==> config.mk <==
export PLATFORM = sky130hd
export DESIGN_NAME = burner_ignition_retry_controller_flat
export DESIGN_NICKNAME = d
export VERILOG_FILES = /design/src/hdl/bir_pkg.sv /design/src/hdl/bir_if.sv /design/src/hdl/bir_cfg_regs.sv /design/src/hdl/bir_core.sv /design/src/hdl/burner_ignition_retry_controller.sv /design/src/flat_wrapper.sv
export SDC_FILE = /design/constraint.sdc
export NUM_CORES = 1
export LEC_CHECK = 0
export BUFFER_PORTS_ARGS = -buffer_cell sky130_fd_sc_hd__buf_2
export CORE_MARGIN = 2
export CORE_UTILIZATION = 55
export DETAILED_ROUTE_END_ITERATION = 12
export PLACE_DENSITY_LB_ADDON = 0.1
export SYNTH_ARGS = -nofsm -noshare
export SYNTH_HDL_FRONTEND = slang
export SYNTH_SLANG_ARGS = --single-unit
==> constraint.sdc <==
create_clock -name clk_i -period 8.3 [get_ports clk_i]
set_clock_uncertainty 0.05 [all_clocks]
set_input_delay 1.245 -clock clk_i [delete_from_list [all_inputs] [get_ports clk_i]]
set_output_delay 1.245 -clock clk_i [all_outputs]
set_load 0.02 [all_outputs]
==> src/hdl/bir_pkg.sv <==
// Package for the burner ignition retry controller.
// Holds field widths, codes, register reset values and the item, result and config types.
// No dependencies.
package bir_pkg;

  localparam int unsigned TIMER_BITS = 16;
  localparam int unsigned LIMIT_W    = 16;
  localparam int unsigned CMP_W      = (TIMER_BITS > LIMIT_W) ? TIMER_BITS : LIMIT_W;

  localparam int unsigned ACTION_W   = 2;
  localparam int unsigned STATE_W    = 2;
  localparam int unsigned ATTEMPT_W  = 8;
  localparam int unsigned CFG_IDX_W  = 3;
  localparam int unsigned CFG_DATA_W = 16;

  localparam logic [TIMER_BITS-1:0] TIMER_MAX = {TIMER_BITS{1'b1}};

  typedef enum logic [ACTION_W-1:0] {
    ACT_TICK         = 2'd0,
    ACT_MANUAL_RESET = 2'd1,
    ACT_CLEAR_ALARM  = 2'd2
  } action_e;

  typedef enum logic [CFG_IDX_W-1:0] {
    REG_GAS_HEATING       = 3'd0,
    REG_IGNITION_ATTEMPTS = 3'd1,
    REG_ALARM_DELAY_MS    = 3'd2,
    REG_RESET_PULSE_MS    = 3'd3,
    REG_DEBOUNCE_MS       = 3'd4
  } cfg_idx_e;

  localparam logic [STATE_W-1:0] BS_OK        = 2'd0;
  localparam logic [STATE_W-1:0] BS_RESETTING = 2'd1;
  localparam logic [STATE_W-1:0] BS_DEBOUNCE  = 2'd2;
  localparam logic [STATE_W-1:0] BS_LOCKED    = 2'd3;

  typedef enum logic [3:0] {
    MODE_OK        = 4'b0001,
    MODE_RESETTING = 4'b0010,
    MODE_DEBOUNCE  = 4'b0100,
    MODE_LOCKED    = 4'b1000
  } mode_e;

  localparam logic                 RST_GAS_HEATING       = 1'b0;
  localparam logic [ATTEMPT_W-1:0] RST_IGNITION_ATTEMPTS = 8'd0;
  localparam logic [LIMIT_W-1:0]   RST_ALARM_DELAY_MS    = 16'd5000;
  localparam logic [LIMIT_W-1:0]   RST_RESET_PULSE_MS    = 16'd1000;
  localparam logic [LIMIT_W-1:0]   RST_DEBOUNCE_MS       = 16'd1000;

  typedef struct packed {
    logic [ACTION_W-1:0] action;
    logic                fault_in;
    logic                cycle_active;
  } item_t;

  typedef struct packed {
    logic [STATE_W-1:0]   lock_state;
    logic                 reset_relay;
    logic                 lockout_alarm;
    logic [ATTEMPT_W-1:0] attempts_used;
  } result_t;

  typedef struct packed {
    logic                 gas_heating;
    logic [ATTEMPT_W-1:0] ignition_attempts;
    logic [LIMIT_W-1:0]   alarm_delay_ms;
    logic [LIMIT_W-1:0]   reset_pulse_ms;
    logic [LIMIT_W-1:0]   debounce_ms;
  } cfg_t;

  function automatic logic [STATE_W-1:0] mode_code(mode_e mode);
    logic [STATE_W-1:0] code;
    unique case (mode)
      MODE_OK:        code = BS_OK;
      MODE_RESETTING: code = BS_RESETTING;
      MODE_DEBOUNCE:  code = BS_DEBOUNCE;
      MODE_LOCKED:    code = BS_LOCKED;
      default:        code = BS_OK;
    endcase
    return code;
  endfunction

endpackage

==> src/hdl/bir_if.sv <==
// Channel interfaces of the burner ignition retry controller: input items,
// result items and configuration writes. Depends on bir_pkg.
interface bir_item_if import bir_pkg::*; ();
  logic                valid;
  logic                ready;
  logic [ACTION_W-1:0] action;
  logic                fault_in;
  logic                cycle_active;

  modport source (output valid, action, fault_in, cycle_active, input ready);
  modport sink   (input valid, action, fault_in, cycle_active, output ready);
endinterface

interface bir_res_if import bir_pkg::*; ();
  logic                 valid;
  logic                 ready;
  logic [STATE_W-1:0]   lock_state;
  logic                 reset_relay;
  logic                 lockout_alarm;
  logic [ATTEMPT_W-1:0] attempts_used;

  modport source (output valid, lock_state, reset_relay, lockout_alarm, attempts_used,
                  input ready);
  modport sink   (input valid, lock_state, reset_relay, lockout_alarm, attempts_used,
                  output ready);
endinterface

interface bir_cfg_if import bir_pkg::*; ();
  logic                  valid;
  logic                  ready;
  logic [CFG_IDX_W-1:0]  index;
  logic [CFG_DATA_W-1:0] data;

  modport source (output valid, index, data, input ready);
  modport sink   (input valid, index, data, output ready);
endinterface

==> src/hdl/bir_cfg_regs.sv <==
// Configuration register file of the burner ignition retry controller.
// Depends on bir_pkg and bir_cfg_if.
module bir_cfg_regs import bir_pkg::*; (
  input  logic      clk_i,
  input  logic      rst_ni,
  bir_cfg_if.sink   cfg_i,
  output cfg_t      cfg_o
);

  cfg_t cfg_q;

  assign cfg_i.ready = 1'b1;
  assign cfg_o       = cfg_q;

  always_ff @(posedge clk_i or negedge rst_ni) begin
    if (!rst_ni) begin
      cfg_q.gas_heating       <= RST_GAS_HEATING;
      cfg_q.ignition_attempts <= RST_IGNITION_ATTEMPTS;
      cfg_q.alarm_delay_ms    <= RST_ALARM_DELAY_MS;
      cfg_q.reset_pulse_ms    <= RST_RESET_PULSE_MS;
      cfg_q.debounce_ms       <= RST_DEBOUNCE_MS;
    end else if (cfg_i.valid) begin
      unique case (cfg_i.index)
        REG_GAS_HEATING:       cfg_q.gas_heating       <= cfg_i.data[0];
        REG_IGNITION_ATTEMPTS: cfg_q.ignition_attempts <= cfg_i.data[ATTEMPT_W-1:0];
        REG_ALARM_DELAY_MS:    cfg_q.alarm_delay_ms    <= cfg_i.data[LIMIT_W-1:0];
        REG_RESET_PULSE_MS:    cfg_q.reset_pulse_ms    <= cfg_i.data[LIMIT_W-1:0];
        REG_DEBOUNCE_MS:       cfg_q.debounce_ms       <= cfg_i.data[LIMIT_W-1:0];
        default: ;
      endcase
    end
  end

endmodule

==> src/hdl/bir_core.sv <==
// Lockout state machine, retry counter and saturating millisecond timer.
// Updates on each advanced item and presents the resulting output fields.
// Depends on bir_pkg.
module bir_core import bir_pkg::*; (
  input  logic    clk_i,
  input  logic    rst_ni,
  input  logic    en_i,
  input  item_t   item_i,
  input  cfg_t    cfg_i,
  output result_t res_o
);

  mode_e                 mode_q, mode_d;
  logic [TIMER_BITS-1:0] elapsed_q, elapsed_d;
  logic [ATTEMPT_W-1:0]  attempt_q, attempt_d;
  logic                  lockout_q, lockout_d;
  logic [TIMER_BITS-1:0] elapsed_t;
  logic [CMP_W-1:0]      elapsed_x;

  always_comb begin
    mode_d    = mode_q;
    elapsed_d = elapsed_q;
    attempt_d = attempt_q;
    lockout_d = lockout_q;
    elapsed_t = (elapsed_q != TIMER_MAX) ? elapsed_q + TIMER_BITS'(1) : elapsed_q;
    if (!item_i.cycle_active) begin
      elapsed_t = '0;
    end
    elapsed_x = CMP_W'(elapsed_t);
    unique case (item_i.action)
      ACT_TICK: begin
        elapsed_d = elapsed_t;
        if (!item_i.cycle_active) begin
          attempt_d = '0;
        end
        unique case (mode_q)
          MODE_OK: begin
            if (cfg_i.gas_heating && item_i.fault_in) begin
              if (elapsed_x >= CMP_W'(cfg_i.alarm_delay_ms)) begin
                if (attempt_d >= cfg_i.ignition_attempts) begin
                  lockout_d = 1'b1;
                  attempt_d = '0;
                  mode_d    = MODE_LOCKED;
                end else begin
                  attempt_d = attempt_d + ATTEMPT_W'(1);
                  mode_d    = MODE_RESETTING;
                end
                elapsed_d = '0;
              end
            end else begin
              elapsed_d = '0;
            end
          end
          MODE_RESETTING: begin
            if (item_i.fault_in) begin
              if (elapsed_x >= CMP_W'(cfg_i.reset_pulse_ms)) begin
                elapsed_d = '0;
                mode_d    = MODE_DEBOUNCE;
              end
            end else begin
              elapsed_d = '0;
              mode_d    = MODE_OK;
            end
          end
          MODE_DEBOUNCE: begin
            if (elapsed_x >= CMP_W'(cfg_i.debounce_ms)) begin
              elapsed_d = '0;
              mode_d    = MODE_OK;
            end
          end
          MODE_LOCKED: ;
          default: ;
        endcase
      end
      ACT_MANUAL_RESET: begin
        if (cfg_i.gas_heating) begin
          elapsed_d = '0;
          mode_d    = MODE_RESETTING;
        end
      end
      ACT_CLEAR_ALARM: lockout_d = 1'b0;
      default: ;
    endcase
  end

  always_ff @(posedge clk_i or negedge rst_ni) begin
    if (!rst_ni) begin
      mode_q    <= MODE_OK;
      elapsed_q <= '0;
      attempt_q <= '0;
      lockout_q <= 1'b0;
    end else if (en_i) begin
      mode_q    <= mode_d;
      elapsed_q <= elapsed_d;
      attempt_q <= attempt_d;
      lockout_q <= lockout_d;
    end
  end

  assign res_o.lock_state    = mode_code(mode_d);
  assign res_o.reset_relay   = (mode_d == MODE_RESETTING);
  assign res_o.lockout_alarm = lockout_d;
  assign res_o.attempts_used = attempt_d;

`ifndef SYNTH
  a_locked_holds_on_tick: assert property (@(posedge clk_i) disable iff (!rst_ni)
    en_i && (item_i.action == ACT_TICK) && (mode_q == MODE_LOCKED) |=> mode_q == MODE_LOCKED)
    else $error("locked state left on a tick");

  a_lock_latches_flag: assert property (@(posedge clk_i) disable iff (!rst_ni)
    $rose(mode_q == MODE_LOCKED) |-> lockout_q && (attempt_q == '0))
    else $error("lockout entered without latched flag and cleared count");

  a_clear_drops_flag: assert property (@(posedge clk_i) disable iff (!rst_ni)
    en_i && (item_i.action == ACT_CLEAR_ALARM) |=> !lockout_q)
    else $error("alarm clear left lockout flag set");
`endif

endmodule

==> src/hdl/burner_ignition_retry_controller.sv <==
// Top level of the burner ignition retry controller: input register, core, result register.
// Depends on bir_pkg, bir_if, bir_cfg_regs and bir_core.
//
//  channel   modport         payload                                          accept
//  item_i    bir_item_if     action, fault_in, cycle_active                   valid & ready
//  result_o  bir_res_if      lock_state, reset_relay, lockout_alarm,          valid & ready
//                            attempts_used
//  cfg_i     bir_cfg_if      index, data                                      valid & ready
//
// One item per cycle while results are taken; each item passes the input register, then the result register.
// The state update is one step of logic between the input register and the result register.
// An empty input register takes an item while a result waits; a full one holds until it advances.
// cfg_i is always ready. rst_ni clears all valid flags and the state and loads the configuration reset values.
module burner_ignition_retry_controller import bir_pkg::*; (
  input  logic      clk_i,
  input  logic      rst_ni,
  bir_item_if.sink  item_i,
  bir_res_if.source result_o,
  bir_cfg_if.sink   cfg_i
);

  cfg_t    cfg;
  item_t   item_q;
  logic    in_vld_q;
  result_t res_d, res_q;
  logic    out_vld_q;
  logic    adv;
  logic    in_take;

  assign adv          = in_vld_q && (!out_vld_q || result_o.ready);
  assign item_i.ready = !in_vld_q || adv;
  assign in_take      = item_i.valid && item_i.ready;

  bir_cfg_regs u_cfg (
    .clk_i  (clk_i),
    .rst_ni (rst_ni),
    .cfg_i  (cfg_i),
    .cfg_o  (cfg)
  );

  bir_core u_core (
    .clk_i  (clk_i),
    .rst_ni (rst_ni),
    .en_i   (adv),
    .item_i (item_q),
    .cfg_i  (cfg),
    .res_o  (res_d)
  );

  always_ff @(posedge clk_i or negedge rst_ni) begin
    if (!rst_ni) begin
      in_vld_q <= 1'b0;
    end else if (in_take) begin
      in_vld_q <= 1'b1;
    end else if (adv) begin
      in_vld_q <= 1'b0;
    end
  end

  always_ff @(posedge clk_i) begin
    if (in_take) begin
      item_q.action       <= item_i.action;
      item_q.fault_in     <= item_i.fault_in;
      item_q.cycle_active <= item_i.cycle_active;
    end
  end

  always_ff @(posedge clk_i or negedge rst_ni) begin
    if (!rst_ni) begin
      out_vld_q <= 1'b0;
    end else if (adv) begin
      out_vld_q <= 1'b1;
    end else if (result_o.ready) begin
      out_vld_q <= 1'b0;
    end
  end

  always_ff @(posedge clk_i) begin
    if (adv) begin
      res_q <= res_d;
    end
  end

  assign result_o.valid         = out_vld_q;
  assign result_o.lock_state    = res_q.lock_state;
  assign result_o.reset_relay   = res_q.reset_relay;
  assign result_o.lockout_alarm = res_q.lockout_alarm;
  assign result_o.attempts_used = res_q.attempts_used;

`ifndef SYNTH
  a_relay_matches_state: assert property (@(posedge clk_i) disable iff (!rst_ni)
    out_vld_q |-> res_q.reset_relay == (res_q.lock_state == BS_RESETTING))
    else $error("reset relay disagrees with lock state");

  a_adv_fills_result: assert property (@(posedge clk_i) disable iff (!rst_ni)
    adv |=> out_vld_q)
    else $error("advanced item produced no result");

  a_stalled_item_kept: assert property (@(posedge clk_i) disable iff (!rst_ni)
    in_vld_q && !adv |=> in_vld_q && $stable(item_q))
    else $error("stalled item lost from input register");
`endif

endmodule

==> src/flat_wrapper.sv <==
// flat-port wrapper written by rule: the top's interface ports become plain ports
module burner_ignition_retry_controller_flat import bir_pkg::*;
  (clk_i, rst_ni, item_i_valid, item_i_action, item_i_fault_in, item_i_cycle_active, item_i_ready, result_o_valid, result_o_lock_state, result_o_reset_relay, result_o_lockout_alarm, result_o_attempts_used, result_o_ready, cfg_i_valid, cfg_i_index, cfg_i_data, cfg_i_ready);
  bir_item_if item_i_i ();
  bir_res_if result_o_i ();
  bir_cfg_if cfg_i_i ();
  input  logic clk_i;
  input  logic rst_ni;
  input wire logic [$bits(item_i_i.valid)-1:0] item_i_valid;
  input wire logic [$bits(item_i_i.action)-1:0] item_i_action;
  input wire logic [$bits(item_i_i.fault_in)-1:0] item_i_fault_in;
  input wire logic [$bits(item_i_i.cycle_active)-1:0] item_i_cycle_active;
  output wire logic [$bits(item_i_i.ready)-1:0] item_i_ready;
  output wire logic [$bits(result_o_i.valid)-1:0] result_o_valid;
  output wire logic [$bits(result_o_i.lock_state)-1:0] result_o_lock_state;
  output wire logic [$bits(result_o_i.reset_relay)-1:0] result_o_reset_relay;
  output wire logic [$bits(result_o_i.lockout_alarm)-1:0] result_o_lockout_alarm;
  output wire logic [$bits(result_o_i.attempts_used)-1:0] result_o_attempts_used;
  input wire logic [$bits(result_o_i.ready)-1:0] result_o_ready;
  input wire logic [$bits(cfg_i_i.valid)-1:0] cfg_i_valid;
  input wire logic [$bits(cfg_i_i.index)-1:0] cfg_i_index;
  input wire logic [$bits(cfg_i_i.data)-1:0] cfg_i_data;
  output wire logic [$bits(cfg_i_i.ready)-1:0] cfg_i_ready;
  assign item_i_i.valid = item_i_valid;
  assign item_i_i.action = item_i_action;
  assign item_i_i.fault_in = item_i_fault_in;
  assign item_i_i.cycle_active = item_i_cycle_active;
  assign item_i_ready = item_i_i.ready;
  assign result_o_valid = result_o_i.valid;
  assign result_o_lock_state = result_o_i.lock_state;
  assign result_o_reset_relay = result_o_i.reset_relay;
  assign result_o_lockout_alarm = result_o_i.lockout_alarm;
  assign result_o_attempts_used = result_o_i.attempts_used;
  assign result_o_i.ready = result_o_ready;
  assign cfg_i_i.valid = cfg_i_valid;
  assign cfg_i_i.index = cfg_i_index;
  assign cfg_i_i.data = cfg_i_data;
  assign cfg_i_ready = cfg_i_i.ready;
  burner_ignition_retry_controller u_core (.clk_i(clk_i), .rst_ni(rst_ni), .item_i(item_i_i), .result_o(result_o_i), .cfg_i(cfg_i_i));
endmodule
Word-level counts from Yosys, hierarchy flattened
Index checks and enable logic that the tools add are counted.
W data, S select, Z words.
{ "totals": {"memories": 0, "ff_bits": 104, "romBits": 0, "in_bits": 28, "latch_bits": 0, "wordCells": 92, "ram_bits": 0, "out_inout_bits": 15} }
{ "classes": {"n_mul": 0, "add_sub_neg": 2, "n_reduce_logical": 18, "eq_ne": 14, "div": 0, "mux": 36, "bitwise": 0, "magnitude_cmp": 4, "shifts": 0} }
{ "ops": {"columns": ["cell", "n"], "rows": [
  ["$mux W16", 8],
  ["$mux W8", 7],
  ["$ge A16 B16 Y1", 3],
  ["$pmux W16 S3", 1],
  ["$pmux W16 S2", 1],
  ["$mux W4", 7],
  ["$add A16 B1 Y16 const B", 1],
  ["$ne A16 B16 Y1 const B", 1],
  ["$pmux W4 S3", 1],
  ["$reduce_and A2 Y1", 5],
  ["$add A8 B1 Y8 const B", 1],
  ["$eq A4 B2 Y1 const B", 2],
  ["$eq A4 B3 Y1 const B", 2],
  ["$ge A8 B8 Y1", 1],
  ["$mux W1", 8],
  ["$pmux W4 S2", 1],
  ["$eq A3 B2 Y1 const B", 2],
  ["$pmux W2 S3", 1],
  ["$reduce_bool A2 Y1", 3],
  ["$eq A4 B1 Y1 const B", 1],
  ["$eq A4 B4 Y1 const B", 1],
  ["$eq A3 B1 Y1 const B", 1],
  ["$eq A3 B3 Y1 const B", 1],
  ["$logic_and A1 B1 Y1", 3],
  ["9 further kinds", 11]
]} }

Depth between registers and ports, before layout
Gate-level depths: netlist (run 1).
{ "depth": {"ltp_word": 10, "ltp_mapped": 17, "depth_no_buf": 15} }

By module
A second synthesis (run 1) with hierarchy kept.
{ "hier_totals": {"cells_unflattened": 646, "hier_area_um2": 6508.7} }
{ "by_module_without_submodules": {"columns": ["mod", "instances", "seq_area_each_um2", "cells_each", "area_each_um2"], "rows": [
  ["bir_core", 1, 726.9, 495, 3654.8],
  ["bir_cfg_regs", 1, 1447.6, 127, 2269.7],
  ["burner_ignition_retry_controller", 1, 530.5, 24, 584.3]
]} }

Worst setup path after synthesis (run 1)
Ideal clock, no wire load.
{ "synth_timing": {"kind": "reg2reg", "start": "reg u_core.u_core.elapsed_q[0]", "end": "reg u_core.res_q (netlist bit u_core.result_o.lock_state[0]), data pin", "path_stages_with_launch": 16, "arrival_time_ns": 3.503, "t_required_ns": 7.979, "setup_time_ns": 0.271, "n_path_buf": 0, "period_less_slack_ns": 3.824, "setup_slack_ns": 4.476, "path_cell_list": "dfrtp_1 > ha_1 > nand3_1 > nor4_2 > and3_1 > or4_1 > or2_2 > a21oi_1 > ha_1 > nand4_1 > o21bai_1 > o21ba_2 > a211oi_4 > nor3_2 > o311ai_2 > a211oi_1"} }
{ "synth_rtl": {"columns": ["item", "line_no", "rtl"], "rows": [
  ["start, declared", "bir_core.sv:14", "logic [TIMER_BITS-1:0] elapsed_q, elapsed_d;"],
  ["start signal, assigned", "bir_core.sv:94", "elapsed_q <= elapsed_d;"],
  ["end signal, assigned", "burner_ignition_retry_controller.sv:80", "res_q <= res_d;"],
  ["end, declared", "burner_ignition_retry_controller.sv:25", "result_t res_d, res_q;"]
]} }

Worst setup path in the final report (run 1)
{ "layout_timing": {"start": "reg u_core.u_core.elapsed_q[0]", "end": "reg u_core.u_core.elapsed_q[14]"} }
{ "layout_between": {"elab_chain_cells": 8, "elab_cells_between_ends": 14, "classes_between": "add/sub (1); order compare (3); eq/ne (1); mux (9)"} }
{ "layout_rtl": {"columns": ["item", "line_no", "rtl"], "rows": [
  ["$add A16 B1 Y16 / $ne A16 B16 Y1 (equally long branches)", "bir_core.sv:25", "elapsed_t = (elapsed_q != TIMER_MAX) ? elapsed_q + TIMER_BITS'(1) : elapsed_q;"],
  ["$mux W16 (*)", "bir_core.sv:25", null],
  ["$mux W16 (*)", "bir_core.sv:26", "if (!item_i.cycle_active) begin"],
  ["$ge A16 B16 Y1, on equally long branches", "bir_core.sv:56, bir_core.sv:39", null],
  ["$mux W16, on equally long branches", "bir_core.sv:56, bir_core.sv:39", null],
  ["$mux W16, on equally long branches", "bir_core.sv:55, bir_core.sv:38", null],
  ["$pmux W16 S3 (*)", "bir_core.sv:36", "unique case (mode_q)"],
  ["$pmux W16 S2 (*)", "bir_core.sv:30", "unique case (item_i.action)"]
]} }
Mark *: on every way between the ends. The rest lies on a longest branch, timed or not.
A chain may end at the register's enable or synchronous reset.

==> flow_metrics.tcl, run 1 <==
set metrics [dict create \
    via_per_inst 5.96 \
    final_common_cell "nand2_1" \
    synth_largest_area_cell "dfrtp_1" \
    num_rows 39 \
    antenna_found_initial 0 \
    drive_gt1_frac 0.165 \
    fin_nets 803 \
    wire_per_inst_um 18.0 \
    hold_viol 0 \
    setup_viol 0 \
    drt_pass1_iterations 6 \
    rsz0062_at_grt "false" \
    final_cell_mix "nand2_1, dfrtp_1, o21ai_0" \
    tns_ns 0 \
    path_cells "ha_1, nand3_1, nor4_2, nand3_1, nand4_1, nand2_1, a21oi_1, ha_1, nand4_1, o31ai_1, a211oi_1, or3_1, or2_1, a32o_1" \
    numCtsBuffers 9 \
    synth-seq-cells 104 \
    ant_nets 0 \
    post-route-min-period_ns 4.65 \
    hold_class "register to register" \
    path_max_fanout 10 \
    grt_pass1_wl_um 25500 \
    syn_inst 686 \
    maxUsedRoutingLayer "met4" \
    path_class "register to register" \
    synth.distinct_cells 75 \
    start_util 0.564 \
    diodes 0 \
    powerDensity_nw_per_um2 204 \
    core_area_sq_um 11500 \
    leakage_nw 3.16 \
    h-tree-depth 3 \
    cts_tree "done" \
    yosys_warnings 0 \
    maxCapViolCount 0 \
    r2r_start "u_core.u_core.elapsed_q[0]$_DFFE_PN0P_" \
    crit_family "simple AND/OR/NAND/NOR gates" \
    drt_iter0_markers 496 \
    hold_start "u_core.in_vld_q$_DFFE_PN0P_" \
    syn-num-nets 772 \
    critPathLaunch "u_core.u_core.elapsed_q[0]$_DFFE_PN0P_" \
    worst-path-buf-inv 0 \
    slew_headroom 0.274 \
    die_area_sq_um 12600 \
    grt_pass1_vias 5001 \
    critPathCaptureType "register" \
    status "complete, no violations" \
    async_flop_share 0.846 \
    dp_hpwl_um 11600 \
    ios 43 \
    power_mw 1.45 \
    track_usage 0.257 \
    ctsResizeCount 0 \
    grt_max_degree 54 \
    gp_congestion 0.904 \
    post-route-period-util 0.560 \
    drt-total-wl_um 15600 \
    ys_seq_area_frac 0.418 \
    synth_top_area_frac 0.271 \
    wl_met1_um 7190 \
    vias 5152 \
    cts_setup_buffers 0 \
    fin_util 0.621 \
    die_y_um 112 \
    drv_slew 0 \
    worst_pin_slew_ns 1.08 \
    cts_hold_buf 0 \
    io_buffers 41 \
    cts_buffer_depth 2 \
    ys_top_cells_by_area "dfrtp_1, ha_1, edfxtp_1" \
    final_area_sq_um 7120 \
    synth_top_flop_cell "dfrtp_1" \
    clkSinkCount 104 \
    cts_root_buf "clkbuf_16" \
    dieWidth_um 112 \
    synth-edff-count 16 \
    clk_pin_slew_ns 0.07 \
    placed_area_sq_um 6800 \
    crit_slowest_cell "o31ai_1" \
    cp.required_ns 8.50 \
    critical-path-max-stage-delay_ns 0.50 \
    wl_met2_um 7260 \
    syn-cell-area_sq_um 6470 \
    cp.arrival_ns 4.84 \
    area_growth_pct 10.1 \
    met3_length_um 909 \
    drc 0 \
    syn_area_per_cell_sq_um 9.43 \
    irDropWorstVdd_mv 0.219 \
    cp-start-kind "register" \
    clk-insertion-delay-late_ns 0.36 \
    fmax_ghz 0.215 \
    overflow 0 \
]
## sequential cells by signal, summed over array words and instances (netlist names)
| signal | cells |
|---|---|
| u_core.u_cfg.cfg_o | 57 |
| u_core.u_core.elapsed_q | 16 |
| u_core.result_o.attempts_used | 8 |
| u_core.u_core.attempt_q | 8 |
| u_core.item_q | 4 |
| u_core.u_core.mode_q | 4 |
| u_core.result_o.lock_state | 2 |
| u_core.in_vld_q | 1 |
| u_core.result_o.lockout_alarm | 1 |
| u_core.result_o.reset_relay | 1 |
| u_core.result_o.valid | 1 |
| u_core.u_core.lockout_q | 1 |
## metal layers
layer | vias to the layer above | global-route usage
met3 | 18 | 0.0610
li1 | 2548 | -
met5 | - | 0
met2 | 144 | 0.409
met1 | 2442 | 0.352
met4 | 0 | 0.0780
## synth_stat cells (9+ instances only)
master / instances
o31ai_1: 12
a32o_1: 12
a31oi_1: 11
edfxtp_1: 16
nand2b_1: 9
ha_1: 58
nand3_1: 14
dfrtp_1: 70
a21oi_1: 21
clkbuf_1: 18
and2_1: 10
o21ai_0: 67
inv_1: 63
mux2_2: 22
nand4_1: 10
nand2_1: 89
dfstp_2: 18
nor3_1: 9
o211ai_1: 10
nor2_1: 36
## final timing paths
check	endpoint	slack, ns	depth (start not counted)
worst max-delay path	u_core.u_core.elapsed_q[14]$_DFFE_PN0P_	3.65	14
worst min-delay path	u_core.result_o.valid$_DFFE_PN0P_	0.45	1
worst max register to register	u_core.u_core.elapsed_q[14]$_DFFE_PN0P_	3.65	14
worst min register to register	u_core.result_o.valid$_DFFE_PN0P_	0.45	1
max in group asynchronous	u_core.u_core.elapsed_q[15]$_DFFE_PN0P_	6.32	2
min in group asynchronous	u_core.u_cfg.cfg_o[36]$_DFFE_PN0P_	0.78	1
## final cells by class
cell class / instances / area (sq um)
Clock buffer: 12 / 268
Clock inverter: 4 / 48.8
Fill cell: 954 / 4350
Inverter: 65 / 244
Multi-Input combinational cell: 491 / 3430
Sequential cell: 104 / 2710
Tap cell: 143 / 179
Timing Repair Buffer: 46 / 245
## where the power goes
part | internal (mW) | total, mW | switching [mW] | leakage [nW]
clock network | 0.260 | 0.450 | 0.190 | 0.154
logic | 0.139 | 0.352 | 0.213 | 1.76
registers | 0.609 | 0.653 | 0.0439 | 1.24
total | 1.01 | 1.45 | 0.447 | 3.16
## cell families after synthesis
kind of cell / count (synthesis) / share of synthesized area
simple gates: 212 / 0.159
compound gates: 186 / 0.199
flops: 104 / 0.418
buf+inv: 91 / 0.0557
fa+ha+maj: 58 / 0.112
mux: 24 / 0.0414
xor+xnor: 10 / 0.0135
other cells: 1 / 0.000580
## metrics by stage
| stage | worst slack [ns] | hold slack (ns) | cells |
|---|---|---|---|
| after floorplan | 4.48 | 0.407 | 686 |
| after global placement | 3.84 | 0.424 | 849 |
| after detailed placement | 3.66 | 0.443 | 849 |
| after CTS | 3.69 | 0.455 | 865 |
| after global routing | 3.30 | 0.464 | 865 |
| final | 3.65 | 0.455 | 865 |
Note: power is estimated with default switching activity, not from simulation.
==> inputs of run 2 (changes only) <==
==> constraint.sdc (replaced) <==
create_clock -name clk_i -period 4 [get_ports clk_i]
set_clock_uncertainty 0.05 [all_clocks]
set_input_delay 0.6 -clock clk_i [delete_from_list [all_inputs] [get_ports clk_i]]
set_output_delay 0.6 -clock clk_i [all_outputs]
set_load 0.02 [all_outputs]
==> flow_metrics.tcl, run 2 (synthesized netlist as in run 1, its figures left out) <==
set metrics [dict create \
    crit_family "simple AND/OR/NAND/NOR gates" \
    drive_gt1_frac 0.258 \
    worst-path-buf-inv 3 \
    vias 5470 \
    grt_pass1_vias 5337 \
    cts_hold_buf 0 \
    clkSinkCount 104 \
    num_rows 39 \
    dp_hpwl_um 11900 \
    hold_class "input pin to async pin" \
    largest_reg_flops 57 \
    post-route-min-period_ns 3.87 \
    setup_ws_ns 0.130 \
    io_buffers 41 \
    clk-insertion-delay-late_ns 0.36 \
    cp.arrival_ns 3.91 \
    critPathLaunch "u_core.u_core.elapsed_q[12]$_DFFE_PN0P_" \
    setup_viol 0 \
    die_y_um 112 \
    ios 43 \
    grt_max_degree 78 \
    r2r_slack_ns 0.13 \
    tns_ns 0 \
    final_cell_mix "nand2_1, dfrtp_1, o21ai_0" \
    hold_viol 0 \
    reg2reg_depth 16 \
    fin_nets 857 \
    drt_iter0_markers 321 \
    cts_buffer_depth 2 \
    rsz0062_at_grt "true" \
    cp.required_ns 4.04 \
    maxCapViolCount 0 \
    die_area_sq_um 12600 \
    final_common_cell "nand2_1" \
    cts_root_buf "clkbuf_16" \
    grt_pass1_wl_um 26600 \
    dieWidth_um 112 \
    slew_headroom 0.176 \
    track_usage 0.266 \
    worst_pin_slew_ns 1.23 \
    cts_tree "done" \
    start_util 0.564 \
    crit_slowest_cell "dfrtp_1" \
    fill_cells 928 \
    path_cells "nand4_1, nor4_4, and3_4, or3_4, xor2_1, nor2_2, buf_4, ha_4, nand4_1, o31ai_2, buf_4, a211oi_4, buf_6, o31a_1, o21ai_0, o21ai_0" \
    antenna_found_initial 0 \
    cp_num_cells 16 \
    h-tree-depth 3 \
    r2r_start "u_core.u_core.elapsed_q[12]$_DFFE_PN0P_" \
    drv_slew 0 \
    post-route-period-util 0.967 \
    wire_per_inst_um 17.8 \
    drc 0 \
    cp-start-kind "register" \
    powerDensity_nw_per_um2 398 \
    fmax_ghz 0.258 \
    gp_congestion 0.897 \
    status "complete, no violations" \
    numCtsBuffers 9 \
    critPathCaptureType "register" \
    diodes 0 \
    clk_pin_slew_ns 0.07 \
    drt-total-wl_um 16300 \
    critical-path-max-stage-delay_ns 0.39 \
    irDropWorstVdd_mv 0.427 \
    ant_nets 0 \
    path_class "register to register" \
    path_max_fanout 6 \
    drt_pass1_iterations 6 \
    via_per_inst 5.95 \
    area_growth_pct 19.6 \
    r2r-end "u_core.result_o.attempts_used[6]$_DFFE_PP_" \
    core_area_sq_um 11500 \
    place_ws_ns -0.184 \
    overflow 0 \
    leakage_nw 3.48 \
]
==> run 2: cell count changes in the layout (fill, tap and decap cells not counted), sizes merged <==
cell and delta:
clkinv -1, inv +1, buf +54
==> run 2: final cells by class <==
cell class | count | area [sq um] | area share
timing repair buffer | 100 | 654 | 0.0846
clock buffer | 12 | 256 | 0.0332
sequential | 104 | 2710 | 0.350
multi-input combinational | 491 | 3640 | 0.471
tap | 143 | 179 | 0.0231
clock inverter | 4 | 50.0 | 0.00647
inverter | 65 | 244 | 0.0316
==> run 2: how the worst max path moves through the flow <==
stage | end
after floorplan | u_core.result_o.lock_state[0]$_DFFE_PP_
after global placement | u_core.u_core.elapsed_q[7]$_DFFE_PN0P_
after detailed placement | u_core.u_core.elapsed_q[7]$_DFFE_PN0P_
after CTS | u_core.u_core.elapsed_q[5]$_DFFE_PN0P_
after global routing | u_core.u_core.elapsed_q[8]$_DFFE_PN0P_
final | u_core.result_o.attempts_used[6]$_DFFE_PP_
==> run 2: through the flow <==
| stage | power, mW | instances | instance area (sq um) | hold WS [ns] | util |
|---|---|---|---|---|---|
| floorplan | 1.90 | 686 | 6470 | 0.254 | - |
| global placement | 2.11 | 898 | 7170 | 0.421 | 0.625 |
| detailed placement | 2.13 | 898 | 7170 | 0.437 | 0.625 |
| CTS | 3.08 | 916 | 7560 | 0.353 | 0.659 |
| global route | 3.25 | 919 | 7730 | 0.356 | 0.674 |
| finish | 3.07 | 919 | 7730 | 0.363 | 0.674 |
==> run 2: power breakdown <==
group / switching (mW) / internal (mW)
Sequential: 0.0865 / 1.26
Combinational: 0.477 / 0.331
Clock: 0.398 / 0.520
==> run 2: timing repair <==
item | in CTS | in global routing
buffers inserted | 2 | 3
pin swaps | 4 | 14
gates resized for setup | 14 | 26
endpoints found under the setup margin | 28 | 31
==> run 2: routing by layer <==
metal / track usage / up-vias / part of all wire
li1: - / 2643 / -
met1: 0.358 / 2658 / 0.46
met2: 0.435 / 141 / 0.47
met3: 0.0572 / 28 / 0.041
met4: 0.0789 / 0 / 0.027
met5: 0 / - / 0
